--- src/hw/rtl/aip_pkg.sv ---
`timescale 1ns / 1ps

package aip_pkg;

    // scanner phase
    typedef enum logic [2:0] {
        PH_SKIP,
        PH_SIGNED,
        PH_ZERO,
        PH_AFTERX,
        PH_DIGITS
    } phase_t;

    // radix in use; auto means not decided yet
    typedef enum logic [1:0] {
        RADIX_AUTO,
        RADIX_OCT,
        RADIX_DEC,
        RADIX_HEX
    } radix_t;

    // result status codes
    typedef enum logic [1:0] {
        ST_MORE,
        ST_DONE,
        ST_NODIG,
        ST_EOF
    } status_t;

    // radix_mode register codes, the unused code acts as decimal
    localparam logic [1:0] MODE_DEC  = 2'd0;
    localparam logic [1:0] MODE_HEX  = 2'd1;
    localparam logic [1:0] MODE_AUTO = 2'd2;

    typedef struct packed {
        phase_t      phase;
        logic        minus;
        radix_t      radix;
        logic [15:0] narrow;
        logic [31:0] wide;
    } aip_state_t;

    typedef struct packed {
        status_t     status;
        logic [15:0] narrow;
        logic [31:0] wide;
        logic        minus;
    } aip_result_t;

    localparam aip_state_t STATE_CLEAR = '{
        phase:  PH_SKIP,
        minus:  1'b0,
        radix:  RADIX_DEC,
        narrow: 16'd0,
        wide:   32'd0
    };

endpackage

--- src/hw/rtl/aip_step.sv ---
`timescale 1ns / 1ps

module aip_step
    import aip_pkg::*;
(
    input  logic [7:0]  char_code,
    input  logic        end_of_input,
    input  logic [1:0]  radix_mode,
    input  aip_state_t  state_i,
    output aip_state_t  state_o,
    output aip_result_t result_o
);

    localparam logic [7:0] CH_0     = 8'h30;
    localparam logic [7:0] CH_9     = 8'h39;
    localparam logic [7:0] CH_LA    = 8'h61;
    localparam logic [7:0] CH_LF    = 8'h66;
    localparam logic [7:0] CH_UA    = 8'h41;
    localparam logic [7:0] CH_UF    = 8'h46;
    localparam logic [7:0] CH_LX    = 8'h78;
    localparam logic [7:0] CH_UX    = 8'h58;
    localparam logic [7:0] CH_MINUS = 8'h2d;
    localparam logic [7:0] CH_PLUS  = 8'h2b;
    localparam logic [7:0] CH_SPACE = 8'h20;
    localparam logic [7:0] CH_TAB   = 8'h09;
    localparam logic [7:0] CH_CR    = 8'h0d;
    localparam logic [7:0] TEN      = 8'd10;

    // {ok, value} of a digit in the given radix
    function automatic logic [4:0] digit_of(input logic [7:0] c, input radix_t r);
        logic       ok;
        logic [3:0] v;
        ok = 1'b0;
        v  = 4'd0;
        if (c >= CH_0 && c <= CH_9) begin
            ok = 1'b1;
            v  = 4'(c - CH_0);
        end else if (r == RADIX_HEX && c >= CH_LA && c <= CH_LF) begin
            ok = 1'b1;
            v  = 4'(c - CH_LA + TEN);
        end else if (r == RADIX_HEX && c >= CH_UA && c <= CH_UF) begin
            ok = 1'b1;
            v  = 4'(c - CH_UA + TEN);
        end
        if (r == RADIX_OCT && v > 4'd7) begin
            ok = 1'b0;
        end
        return {ok, v};
    endfunction

    // multiply by radix as shift-and-add
    function automatic logic [31:0] scale32(input logic [31:0] x, input radix_t r);
        logic [31:0] y;
        case (r)
            RADIX_OCT: y = x << 3;
            RADIX_HEX: y = x << 4;
            default:   y = (x << 3) + (x << 1);
        endcase
        return y;
    endfunction

    function automatic logic [15:0] scale16(input logic [15:0] x, input radix_t r);
        logic [15:0] y;
        case (r)
            RADIX_OCT: y = x << 3;
            RADIX_HEX: y = x << 4;
            default:   y = (x << 3) + (x << 1);
        endcase
        return y;
    endfunction

    logic        blank;
    logic        first_en;
    radix_t      first_rad;
    radix_t      mode_rad;
    logic        dig_en;
    logic        dig_have;
    radix_t      dig_rad;
    logic [15:0] dig_n;
    logic [31:0] dig_w;
    logic [4:0]  dig;

    assign blank = (char_code == CH_SPACE) || (char_code >= CH_TAB && char_code <= CH_CR);

    always_comb begin
        case (radix_mode)
            MODE_HEX:  mode_rad = RADIX_HEX;
            MODE_AUTO: mode_rad = RADIX_AUTO;
            default:   mode_rad = RADIX_DEC;
        endcase
    end

    always_comb begin
        state_o   = state_i;
        result_o  = '{status: ST_MORE, narrow: 16'd0, wide: 32'd0, minus: 1'b0};
        first_en  = 1'b0;
        first_rad = state_i.radix;
        dig_en    = 1'b0;
        dig_have  = 1'b0;
        dig_rad   = state_i.radix;
        dig_n     = state_i.narrow;
        dig_w     = state_i.wide;
        dig       = 5'd0;

        if (end_of_input) begin
            state_o = STATE_CLEAR;
            if (state_i.phase == PH_DIGITS) begin
                result_o.status = ST_DONE;
                result_o.minus  = state_i.minus;
                result_o.narrow = state_i.minus ? 16'd0 - state_i.narrow : state_i.narrow;
                result_o.wide   = state_i.minus ? 32'd0 - state_i.wide : state_i.wide;
            end else if (state_i.phase == PH_ZERO) begin
                // lone leading zero ends as the value zero
                result_o.status = ST_DONE;
                result_o.minus  = state_i.minus;
            end else begin
                result_o.status = ST_EOF;
            end
        end else begin
            case (state_i.phase)
                PH_SKIP: begin
                    if (!blank) begin
                        state_o.radix = mode_rad;
                        if (char_code == CH_MINUS || char_code == CH_PLUS) begin
                            state_o.minus = (char_code == CH_MINUS);
                            state_o.phase = PH_SIGNED;
                        end else begin
                            first_en  = 1'b1;
                            first_rad = mode_rad;
                        end
                    end
                end
                PH_SIGNED: begin
                    first_en = 1'b1;
                end
                PH_ZERO: begin
                    if (char_code == CH_LX || char_code == CH_UX) begin
                        state_o.radix = RADIX_HEX;
                        state_o.phase = PH_AFTERX;
                    end else begin
                        // leading zero means octal, the zero counts as a digit
                        dig_en   = 1'b1;
                        dig_rad  = RADIX_OCT;
                        dig_have = 1'b1;
                        dig_n    = 16'd0;
                        dig_w    = 32'd0;
                    end
                end
                PH_AFTERX: begin
                    dig_en = 1'b1;
                end
                PH_DIGITS: begin
                    dig_en   = 1'b1;
                    dig_have = 1'b1;
                end
                default: begin
                    state_o = STATE_CLEAR;
                end
            endcase

            if (first_en) begin
                if (first_rad == RADIX_AUTO && char_code == CH_0) begin
                    state_o.phase = PH_ZERO;
                    state_o.radix = RADIX_AUTO;
                end else begin
                    dig_en  = 1'b1;
                    dig_rad = (first_rad == RADIX_AUTO) ? RADIX_DEC : first_rad;
                end
            end

            if (dig_en) begin
                dig = digit_of(char_code, dig_rad);
                if (dig[4]) begin
                    state_o.phase  = PH_DIGITS;
                    state_o.radix  = dig_rad;
                    state_o.narrow = scale16(dig_n, dig_rad) + {12'd0, dig[3:0]};
                    state_o.wide   = scale32(dig_w, dig_rad) + {28'd0, dig[3:0]};
                end else if (dig_have) begin
                    state_o         = STATE_CLEAR;
                    result_o.status = ST_DONE;
                    result_o.minus  = state_i.minus;
                    result_o.narrow = state_i.minus ? 16'd0 - dig_n : dig_n;
                    result_o.wide   = state_i.minus ? 32'd0 - dig_w : dig_w;
                end else begin
                    state_o         = STATE_CLEAR;
                    result_o.status = ST_NODIG;
                end
            end
        end
    end

endmodule

--- src/hw/rtl/ascii_integer_parser_unit.sv ---
`timescale 1ns / 1ps

// character stream integer scanner
// s_ channel: one request per character; s_tdata holds the byte, s_tuser
//   flags end of input (the byte is then ignored)
// m_ channel: exactly one result request per input request, in order;
//   m_tuser is the status (consumed/more, done, no digits, ended early),
//   m_tdata the signed 16-bit and 32-bit values and the minus flag
// on status done or no digits the character was not consumed and must be
//   sent again as the next request
// cfg_wr_en / cfg_wr_data write radix_mode (0 dec, 1 hex, 2 auto); write
//   only while idle, the mode is picked up at the start of the next number
// a request passes from the input register through the result register to m_tvalid
// throughput: one character per cycle unless the receiver stalls, set by
//   the step logic from the input register into scanner state and result register
// reset clears both stages and returns the scanner to skipping whitespace
// when the receiver stalls the result register holds, the input register
//   fills and s_tready drops until m_tready returns

module ascii_integer_parser_unit
    import aip_pkg::*;
(
    input  logic        aclk,
    input  logic        aresetn,

    input  logic        cfg_wr_en,
    input  logic [1:0]  cfg_wr_data,   // radix_mode

    input  logic        s_tvalid,
    output logic        s_tready,
    input  logic [7:0]  s_tdata,       // [7:0] char_code
    input  logic [0:0]  s_tuser,       // [0] end_of_input

    output logic        m_tvalid,
    input  logic        m_tready,
    output logic [55:0] m_tdata,       // [15:0] narrow_value, [47:16] wide_value,
                                       // [48] minus_seen, [55:49] zero
    output logic [1:0]  m_tuser        // [1:0] status
);

    logic        in_number_reg;
    logic [1:0]  mode_reg;
    logic        in_valid_reg;
    logic [7:0]  in_char_reg;
    logic        in_eoi_reg;
    logic        out_valid_reg;
    aip_result_t out_result_reg;
    aip_result_t result_next;
    aip_state_t  state_reg;
    aip_state_t  state_next;
    logic        out_free;
    logic        fire;

    // output register can take a new result this cycle
    assign out_free = !out_valid_reg || m_tready;
    // input register moves through the step logic
    assign fire     = in_valid_reg && out_free;
    assign s_tready = !in_valid_reg || out_free;

    // next-state and result for the character in the input register
    aip_step u_step (
        .char_code    (in_char_reg),
        .end_of_input (in_eoi_reg),
        .radix_mode   (mode_reg),
        .state_i      (state_reg),
        .state_o      (state_next),
        .result_o     (result_next)
    );

    // control state and scanner state
    always_ff @(posedge aclk) begin
        if (!aresetn) begin
            mode_reg       <= MODE_DEC;
            in_valid_reg   <= 1'b0;
            out_valid_reg  <= 1'b0;
            state_reg      <= STATE_CLEAR;
        end else begin
            if (cfg_wr_en) begin
                mode_reg <= cfg_wr_data;
            end
            if (s_tready) begin
                in_valid_reg <= s_tvalid;
            end
            if (out_free) begin
                out_valid_reg <= fire;
            end
            if (fire) begin
                state_reg <= state_next;
            end
        end
    end

    // payload registers, no reset needed
    always_ff @(posedge aclk) begin
        if (s_tready && s_tvalid) begin
            in_char_reg <= s_tdata;
            in_eoi_reg  <= s_tuser[0];
        end
        if (fire) begin
            out_result_reg <= result_next;
        end
    end

    // marks that the scanner is inside a number, kept for the checks below
    always_ff @(posedge aclk) begin
        if (!aresetn) begin
            in_number_reg <= 1'b0;
        end else if (fire) begin
            in_number_reg <= (state_next.phase != PH_SKIP);
        end
    end

    assign m_tvalid = out_valid_reg;
    assign m_tuser  = out_result_reg.status;
    assign m_tdata  = {7'd0, out_result_reg.minus, out_result_reg.wide, out_result_reg.narrow};

    // value fields are zero unless the number is done
    a_zero_unless_done: assert property (@(posedge aclk) disable iff (!aresetn)
        (m_tvalid && m_tuser != ST_DONE) |-> (m_tdata == 56'd0))
        else $error("result value fields nonzero without done status");

    // a finished result leaves the scanner cleared
    a_clear_after_end: assert property (@(posedge aclk) disable iff (!aresetn)
        (fire && result_next.status != ST_MORE) |=>
            (state_reg.phase == PH_SKIP && state_reg.wide == 32'd0 && !state_reg.minus))
        else $error("scanner state not cleared after a final result");

    // both accumulators see the same digits, so the narrow one tracks the wide one
    a_acc_track: assert property (@(posedge aclk) disable iff (!aresetn)
        state_reg.narrow == state_reg.wide[15:0])
        else $error("narrow accumulator diverged from wide accumulator");

    // back pressure only with a held character
    a_ready_hold: assert property (@(posedge aclk) disable iff (!aresetn)
        !s_tready |-> (in_valid_reg && out_valid_reg && !m_tready))
        else $error("input stalled without a blocked result");

    // inside-number flag follows the scanner phase
    a_phase_flag: assert property (@(posedge aclk) disable iff (!aresetn)
        in_number_reg == (state_reg.phase != PH_SKIP))
        else $error("number-active flag out of step with scanner phase");

endmodule

--- config.mk ---
export PLATFORM = sky130hd
export DESIGN_NAME = ascii_integer_parser_unit
export DESIGN_NICKNAME = d
export VERILOG_FILES = /design/src/hw/rtl/aip_pkg.sv /design/src/hw/rtl/aip_step.sv /design/src/hw/rtl/ascii_integer_parser_unit.sv
export SDC_FILE = /design/constraint.sdc
export NUM_CORES = 1
export LEC_CHECK = 0
export ABC_AREA = 1
export BUFFER_PORTS_ARGS = -buffer_cell sky130_fd_sc_hd__buf_2
export CORE_UTILIZATION = 45
export DETAILED_ROUTE_END_ITERATION = 10
export PLACE_DENSITY = 0.61
export SLEW_MARGIN = 20
export SYNTH_ARGS = -nofsm -noshare
export SYNTH_HDL_FRONTEND = slang
export SYNTH_SLANG_ARGS = --single-unit
--- constraint.sdc ---
create_clock -name aclk -period 5.33 [get_ports aclk]
set_input_delay 0.2665 -clock aclk [delete_from_list [all_inputs] [get_ports aclk]]
set_output_delay 0.2665 -clock aclk [all_outputs]
set_load 0.05 [all_outputs]
* Yosys cells after proc, flatten, opt, wreduce, memory -nomap -nowiden *
Index checks and enable logic that the tools add are counted.

word-level totals
  memory bits (read-only) = 0
  latch bits = 0
  RAM bits = 0
  register bits after elaboration = 118
  memories = 0
  input port bits = 16
  output and inout port bits = 60
  word-level logic and storage cells = 153

operators by class
  bitwise operators = 0
  eq/ne operators = 15
  multipliers = 0
  reduce and logical (&&, ||, !) cells = 24
  shift-type cells = 0
  div/mod/pow operators = 0
  multiplexer cells = 78
  $add $sub $neg = 13
  $lt $le $gt $ge = 9

operators with widths
  kind                                                               number
  2-to-1 mux 32 bit                                                  8
  2-to-1 mux 51 bit                                                  3
  2-to-1 mux 16 bit                                                  8
  2-to-1 mux 54 bit                                                  2
  2-to-1 mux 48 bit                                                  2
  case mux 32 bit (2 select lines)                                   1
  subtractor 1 x 32 -> 32 bit, first input constant                  2
  2-to-1 mux 50 bit                                                  1
  2-to-1 mux 49 bit                                                  1
  adder 32 bit                                                       1
  adder 32 x 4 -> 32 bit                                             1
  equality test 8 x 6 -> 1 bit, second input constant                4
  2-to-1 mux 2 bit                                                   16
  case mux 16 bit (2 select lines)                                   1
  subtractor 1 x 16 -> 16 bit, first input constant                  2
  2-to-1 mux 4 bit                                                   6
  2-to-1 mux 1 bit                                                   17
  adder 16 bit                                                       1
  adder 16 x 4 -> 16 bit                                             1
  equality test 8 x 7 -> 1 bit, second input constant                2
  greater-or-equal comparator 8 x 7 -> 1 bit, second input constant  2
  less-or-equal comparator 8 x 7 -> 1 bit, second input constant     2
  2-to-1 mux 3 bit                                                   4
  subtractor 4 x 1 -> 4 bit, second input constant                   3
  27 further kinds                                                   48

* Longest topological paths before layout *
Gate-level depths: netlist of the first run.

  word-level depth = 31
  mapped depth = 34
  mapped depth without buffers = 32

* Modules after synthesis *
Synthesis of the first run repeated with hierarchy kept, for this count alone.

unflattened totals
  cells, all modules = 2135
  area, all modules = 12932.4 um2

modules (own cells, without submodules)
  module                     area each (um2)  sequential area each (um2)  cells each  times used
  aip_step                   8523.2           0.0                         1694        1
  ascii_integer_parser_unit  4409.2           2962.8                      441         1

* Worst setup path before layout of the first run *
OpenSTA, ideal clock, no wires.

  kind = register to register
  from = reg in_char_reg[0]
  to = reg state_reg[18] (netlist bit)
  clock period less this slack = 4.009 ns
  path slack = 1.321 ns
  path buffers = 2
  data arrival time = 3.877 ns
  setup time = 0.132 ns
  required time = 5.198 ns
  cell stages (with the launch flop) = 31
  path through = edfxtp_1 > inv_1 > ha_1 > nand4_1 > inv_1 > nor2_1 > buf_2 > buf_2 > nor2_1 > ha_1 > fa_1 > nand2_1 > inv_1 > nand2_1 > nand2_1 > nand2_1 > nand2_1 > nand2_1 > nand2_1 > a21oi_1 > xor2_1 > nor2_1 > inv_1 > nand3_1 > inv_1 > nand2_1 > nor2_1 > nand3_1 > or2_0 > nand3_1 > a21oi_1

between the ends
  longest elaborated chain between the ends = 27
  elaborated cells between the ends (all ways) = 78
  classes of those cells = add/sub (7); order compare (9); eq/ne (9); mux (40); reduce/logical (13)

ends and longest elaborated chain
  element                                                                                              RTL line                         text
  from (decl)                                                                                          ascii_integer_parser_unit.sv:44  logic [7:0] in_char_reg;
  from (signal assigned)                                                                               ascii_integer_parser_unit.sv:96  in_char_reg <= s_tdata;
  parallel branches: the longest is 27 deep, another holds greater-or-equal comparator 8 x 4 -> 1 bit  --
  to (signal assigned)                                                                                 ascii_integer_parser_unit.sv:88  state_reg <= state_next;
  to (decl)                                                                                            ascii_integer_parser_unit.sv:49  aip_state_t state_reg;

Parallel ways; which one is timed is not known. The select of a mux whose other input is x is not followed.
A chain may end at the register's enable or synchronous reset.

* Worst setup path after layout of the first run *
  from = reg in_char_reg[1]
  to = reg state_reg[29] (netlist bit)

The elaborated chain is that of the path after synthesis.

==> impl_metrics.toml, run 1 <==
[flow_run]
maxCapViolCount = 0

[clock_tree]
clock_path_buffers = 2
clock_latency_ns = 0.35
clock-root-buffer = "clkbuf_16"
cts_tree = "yes"
numCtsBuffers = 9
clk_pin_slew_ns = 0.07
numClockSinks = 86
post_cts_buffers = 0
htreeDepth = 3
hold_buffers = 0

[synth]
synthTopCellsByArea = "edfxtp_1 (15%), nand2_1 (12%), dfxtp_1 (9.8%)"
synthFlopType = "edfxtp_1"
yosysWarnings = 0
synth_top_cell_area_share = 0.1542
async_flop_share = 0
synth.distinct_cells = 56
syn_inst = 1366
synth-edff-count = 44
yosysTopAreaCell = "edfxtp_1"
yosysSeqAreaShare = 0.2524
avgSynthCellArea_sq_um = 6.272
syn-cell-area_sq_um = 8567
ys_ff_latch = 86

[power]
p_sw_uw = 525.3
leakage_uw = 0.004021
p_seq_frac = 0.433
total_power_uw = 1674
p_per_area_nw_per_um2 = 179.6
pwr-share-clk = 0.391
p_int_uw = 1149
p_sw_frac = 0.3138
p_comb_frac = 0.177
ir_worst_vdd_mv = 0.1479

[final_layout]
fillers = 2022
fin_area_sq_um = 9323
drive_gt1_frac = 0.1025
fin_nets = 1466
multi_input_area_sq_um = 5380
largest_reg_flops = 38
synthToLayoutAreaGrowth_pct = 8.821
antennaDiodeCount = 0
regArea_sq_um = 2162

[die]
io_pins = 76
die_y_microns = 140.0
dieWidth_microns = 140.0
core_region_area_sq_um = 18710
rows = 50
dieArea_sq_um = 19590
initial_core_util = 0.4580

[placed_design]
dp_hpwl_mm = 20.94
dpl_cell_area_sq_um = 9016
place_congestion = 0.9933
port_buffers = 68

[critical_path]
crit_path_end_kind = "flop"
critPathArrivalTime_ns = 4.99
r2r_setup_slack_ns = 0.57
reg2reg_depth = 30
startpoint = "in_char_reg[1]$_DFFE_PP_"
worstPathMaxFanout = 18
startpoint_type = "flop"
cp-endpoint = "state_reg[29]$_SDFFE_PN0P_"
rr_endpoint = "state_reg[29]$_SDFFE_PN0P_"
worst-path-buf-inv = 5
crit_family = "simple AND/OR/NAND/NOR gates"
cpPeakStageDelay_ns = 0.46
r2r-start = "in_char_reg[1]$_DFFE_PP_"
critPathRequiredTime_ns = 5.55
cpMostUsedCell = "nand2_1"
path_depth = 30
crit_type = "reg2reg"
cp_slowest_cell = "edfxtp_1"

[status]
status = "complete, no violations"

[grt]
grt_pass1_wl_mm = 42.15
antenna_found_initial = 0
grt_overflow = 0
grt_pass1_vias = 8082
grt_max_degree = 51
track_usage = 0.2728

[sta]
period_minus_slack_ns = 4.764
max_freq_mhz = 209.9
slew_violations = 0
maxSlewHeadroom = 0.3681
tightest_slew_ns = 0.9443
hold_viol = 0
setup_viol = 0
fin_tns_setup_ns = 0
fin_crit_sh = 0.8938
rsz0062_at_grt = "false"
clock_skew_ns = 0.009856

[routing]
avgViaCountPerCell = 5.389
drt_iter0_drc = 600
routed_wl_mm = 26.04
vias = 8887
drc = 0
ant_nets = 0
wl_per_cell_microns = 15.79
dr.pass1.iters = 9

[min_path]
hp-class = "in2reg"
-- cell type report --
class | count | area share
Clock buffer | 9 | 0.02416
Clock inverter | 7 | 0.007650
Inverter | 186 | 0.07516
Multi-Input combinational cell | 1040 | 0.5771
Sequential cell | 86 | 0.2319
Tap cell | 234 | 0.03141
Timing Repair Buffer | 87 | 0.05261
-- cells in the final DEF (no fill, tap or decap), types with 3 or more instances in the layout --
cell type	count
nor4_1	5
inv_2	5
o31ai_1	3
o211ai_1	5
nand2_1	280
xnor2_1	13
clkbuf_16	9
dfxtp_1	42
o21ai_1	4
o21bai_1	4
edfxtp_1	44
buf_2	68
buf_4	18
a31oi_1	6
nand3_1	123
xor2_1	32
or2_2	4
nand2_2	8
nand3b_1	10
o22ai_1	11
ha_1	38
nand4_1	29
conb_1	7
inv_1	180
nor2_1	205
a21oi_1	102
o21a_1	3
nor2_2	12
o21ai_0	71
nor3_1	33
-- per-stage QoR --
| stage | hold WS [ns] | setup slack (ns) | util | std cells |
|---|---|---|---|---|
| 2_1_floorplan | 0.3356 | 1.321 | - | 1372 |
| 3_3_place_gp | 0.4429 | 0.6574 | 0.4820 | 1633 |
| 3_5_place_dp | 0.4446 | 0.5447 | 0.4820 | 1633 |
| 4_1_cts | 0.08124 | 0.5209 | 0.4979 | 1649 |
| 5_1_grt | 0.08014 | 0.02563 | 0.4984 | 1649 |
| 6_report | 0.08539 | 0.5658 | 0.4984 | 1649 |
-- metal layers --
metal	wire length (microns)	vias up	GRT usage
li1	-	4577	-
met1	13040	3959	0.4039
met2	10630	318	0.4021
met3	1757	33	0.04581
met4	603	0	0.08097
met5	0	-	0
-- power groups by stage --
stage	logic, uW	clock network, uW	registers [uW]
after floorplan	193	0	782
after global placement	290	0	739
after detailed placement	292	0	739
after CTS	292	664	724
after global routing	325	690	726
final	296	654	724
-- logic make-up (layout without fill, tap and decap cells) --
family | Yosys count | count (layout) | synth area share
DFF | 86 | 86 | 0.2524
xor gates and xnor gates | 45 | 45 | 0.04601
and+or+nand+nor | 720 | 720 | 0.3679
AOI/OAI and AO/OA | 228 | 228 | 0.1493
adders and majority gates | 40 | 40 | 0.06017
buffers and inverters | 246 | 289 | 0.1239
other | 1 | 7 | 0.0004377
-- how the worst min path moves through the flow --
stage	from	to	cells past startpoint
floorplan	aresetn	state_reg[49]$_SDFFE_PN1P_	1
global placement	s_tdata[6]	in_char_reg[6]$_DFFE_PP_	1
detailed placement	s_tdata[4]	in_char_reg[4]$_DFFE_PP_	1
CTS	s_tdata[5]	in_char_reg[5]$_DFFE_PP_	1
global route	s_tuser	in_eoi_reg$_DFFE_PP_	1
finish	s_tdata[4]	in_char_reg[4]$_DFFE_PP_	1
-- synthesized netlist by cell type (all sizes together), types with 2 or more instances --
cell type	count
nand2	290
nor2	219
inv	186
nand3	124
a21oi	104
o21ai	77
buf	44
edfxtp	44
dfxtp	42
ha	38
nor3	36
xor2	32
nand4	29
clkbuf	16
xnor2	13
o22ai	11
nand3b	10
a31oi	6
or2	6
nor4	5
o211ai	5
o21bai	4
o31ai	4
o21a	3
a21o	2
fa	2
o2111ai	2
o311ai	2
-- repair_timing --
item,in CTS,in global routing
hold endpoints to repair,0,0
gates resized for setup,0,3
setup endpoints to repair,0,14
No activity file was read; power rests on OpenSTA's default activity.
==> inputs of run 2 (changes only) <==
Settings changed: CELL_PAD_IN_SITES_DETAIL_PLACEMENT set to 1, CELL_PAD_IN_SITES_GLOBAL_PLACEMENT set to 1, PLACE_DENSITY 0.61 to 0.81, SYNTH_HIERARCHICAL set to 1.
==> run 2 against run 1 <==
  * Non-clock buffer count is 24 higher
  * Setup slack got worse by 0.31 ns
  * Synthesized cell count rose by 56%
  * Critical endpoint is now state_reg[27]$_SDFFE_PN0P_
  * Largest cell class unchanged
==> impl_metrics.toml, run 2 <==
[synth]
synth-edff-count = 60
yosysWarnings = 6
syn_inst = 2135
synth_fa_ha_area_frac = 0.05844
synth_xor_area_frac = 0.05079
synth.distinct_cells = 56
synthTopCellsByArea = "edfxtp_1 (14%), nor2_1 (11%), nand2_1 (11%)"
ys_ff_latch = 118
synth_top_cell_area_share = 0.1393
syn-cell-area_sq_um = 12930
synth_compound_gate_area_share = 0.1625
async_flop_share = 0
yosysSeqAreaShare = 0.2291
yosys-mux-area-fraction = 0
synthTopCellsByCount = "nor2_1 (390), nand2_1 (381), inv_1 (296), nand3_1 (204), a21oi_1 (186)"
synth_most_common_cell = "nor2_1"
yosysTopAreaCell = "edfxtp_1"
synth_top_family_by_area = "simple AND/OR/NAND/NOR gates"
synthFlopType = "edfxtp_1"
synth-simple-area-share = 0.3662
avgSynthCellArea_sq_um = 6.057

[clock_tree]
htreeDepth = 4
numCtsBuffers = 17
numClockSinks = 118
clock_latency_ns = 0.43
clock_path_buffers = 2
clock-root-buffer = "clkbuf_16"
clk_pin_slew_ns = 0.06
cts_tree = "yes"

[critical_path]
r2r_setup_slack_ns = 0.25
crit_path_end_kind = "flop"
cpPeakStageDelay_ns = 0.42
worstPathMaxFanout = 20
cp_slowest_cell = "edfxtp_1"
critPathArrivalTime_ns = 5.45
startpoint_type = "flop"
crit_type = "reg2reg"
critPathRequiredTime_ns = 5.70

[sta]
setup_viol = 0
slew_violations = 0
fin_tns_setup_ns = 0
fin_crit_sh = 0.9525
maxSlewHeadroom = 0.4016
rsz0062_at_grt = "true"
setup_ws_ns = 0.2532
clock_skew_ns = 0.01002
hold_viol = 0
max_freq_mhz = 197.0
tightest_slew_ns = 0.8976
period_minus_slack_ns = 5.077

[die]
core_region_area_sq_um = 28010
rows = 61
dieWidth_microns = 171.5
die_y_microns = 171.5
io_pins = 76
dieArea_sq_um = 29420
initial_core_util = 0.4617

[final_layout]
largest_reg_flops = 54
fin_area_sq_um = 14240
final_util = 0.5084
most-common-layout-cells = "nand2_1 (380), nor2_1 (376), inv_1 (295)"
fin_nets = 2252
final_common_cell = "nand2_1"
instances_no_fill = 2569
fillers = 3912
synthToLayoutAreaGrowth_pct = 10.11
multi_input_area_sq_um = 8362
drive_gt1_frac = 0.1022
antennaDiodeCount = 0
regArea_sq_um = 2967

[power]
leakage_uw = 0.006416
ir_worst_vdd_mv = 0.2047
p_per_area_nw_per_um2 = 270.1

[routing]
drc = 0
drt_iter0_drc = 1123
routed_wl_mm = 50.44
met2_length_mm = 23.02
wl_per_cell_microns = 19.63
avgViaCountPerCell = 5.751
wl_met3_mm = 2.727
top_layer_used = "met4"
dr.pass1.iters = 5
ant_nets = 0
drt-met1-wl_mm = 23.12
vias = 14774

[status]
status = "complete, no violations"

[grt]
antenna_found_initial = 0
grt_max_degree = 83
grt_overflow = 0
grt_pass1_wl_mm = 78.00
track_usage = 0.3439
grt_pass1_vias = 14292

[placed_design]
dp_hpwl_mm = 37.98
dpl_cell_area_sq_um = 13490
place_congestion = 0.9702
dp.cells = 2527
port_buffers = 68
pre_cts_slack_ns = 0.07623

[flow_run]
maxCapViolCount = 0

[min_path]
hp-class = "in2reg"
run 2: changes by cell type after synthesis, moves of 24 or more:
cell / delta
xor2_1: +33
inv_1: +116
a21oi_1: +84
nor2_1: +183
buf_2: +24
nand2_1: +101
o21ai_0: +25
nand3_1: +81
run 2: critical path, delay by kind of cell, from the launching register on:
kind	cells	cell delay [ns]
AO/OA/AOI/OAI	3	0.51
adder cells (fa/ha/maj)	2	0.64
buffers and inverters	6	0.78
flip-flops	1	0.42
AND/OR/NAND/NOR	22	2.64
run 2: kinds of logic (layout without fill, tap and decap cells):
| logic type | Yosys count | in the layout |
|---|---|---|
| flops | 118 | 118 |
| xor+xnor | 75 | 75 |
| other cells | 1 | 7 |
| fa+ha+maj | 58 | 58 |
| simple gates | 1095 | 1095 |
| buf+inv | 408 | 458 |
| compound gates | 380 | 380 |
run 2: path summary, 6_finish.rpt:
check                                   from                          to  cells after the start
setup / recovery    in_char_reg[0]$_DFFE_PP_  state_reg[27]$_SDFFE_PN0P_                     33
hold / removal                    s_tdata[3]    in_char_reg[3]$_DFFE_PP_                      1
hold reg to reg   state_reg[39]$_SDFFE_PN0P_  state_reg[39]$_SDFFE_PN0P_                      2
setup reg to reg    in_char_reg[0]$_DFFE_PP_  state_reg[27]$_SDFFE_PN0P_                     33
run 2: through the flow:
stage                     hold WS (ns)  total power [uW]
after detailed placement        0.4452              2668
after global routing          0.001828              4058
final                          0.02252              3846
after global placement          0.4453              2624
after floorplan                 0.3654              2258
after CTS                   0.00001046              3815
run 2: timing repair:
action / in CTS / in global routing
gates resized for setup: 2 / 28
pin swaps: 0 / 2
hold buffers: 1 / 4
buffers inserted: 0 / 5
endpoints found under the hold margin: 1 / 4
endpoints found under the setup margin: 2 / 22
run 2: cell type report:
cell class,count,share of cell area
clock buffers,19,0.03040
repair buffers,111,0.04850
flip-flops and latches,118,0.2083
inverters,315,0.08303
clock inverters,13,0.009314
well taps,378,0.03321
multi-input cells,1615,0.5872
run 2: routing by layer:
metal	global-route usage	up-vias
met4	0.1277	0
li1	-	7018
met2	0.5617	470
met1	0.4600	7193
met5	0	-
met3	0.04487	93
run 2: power breakdown:
group | internal [uW] | leakage (uW) | switching, uW
Combinational | 466 | 0.00511 | 1180
Clock | 684 | 0.000272 | 445
Sequential | 1010 | 0.00104 | 59.7
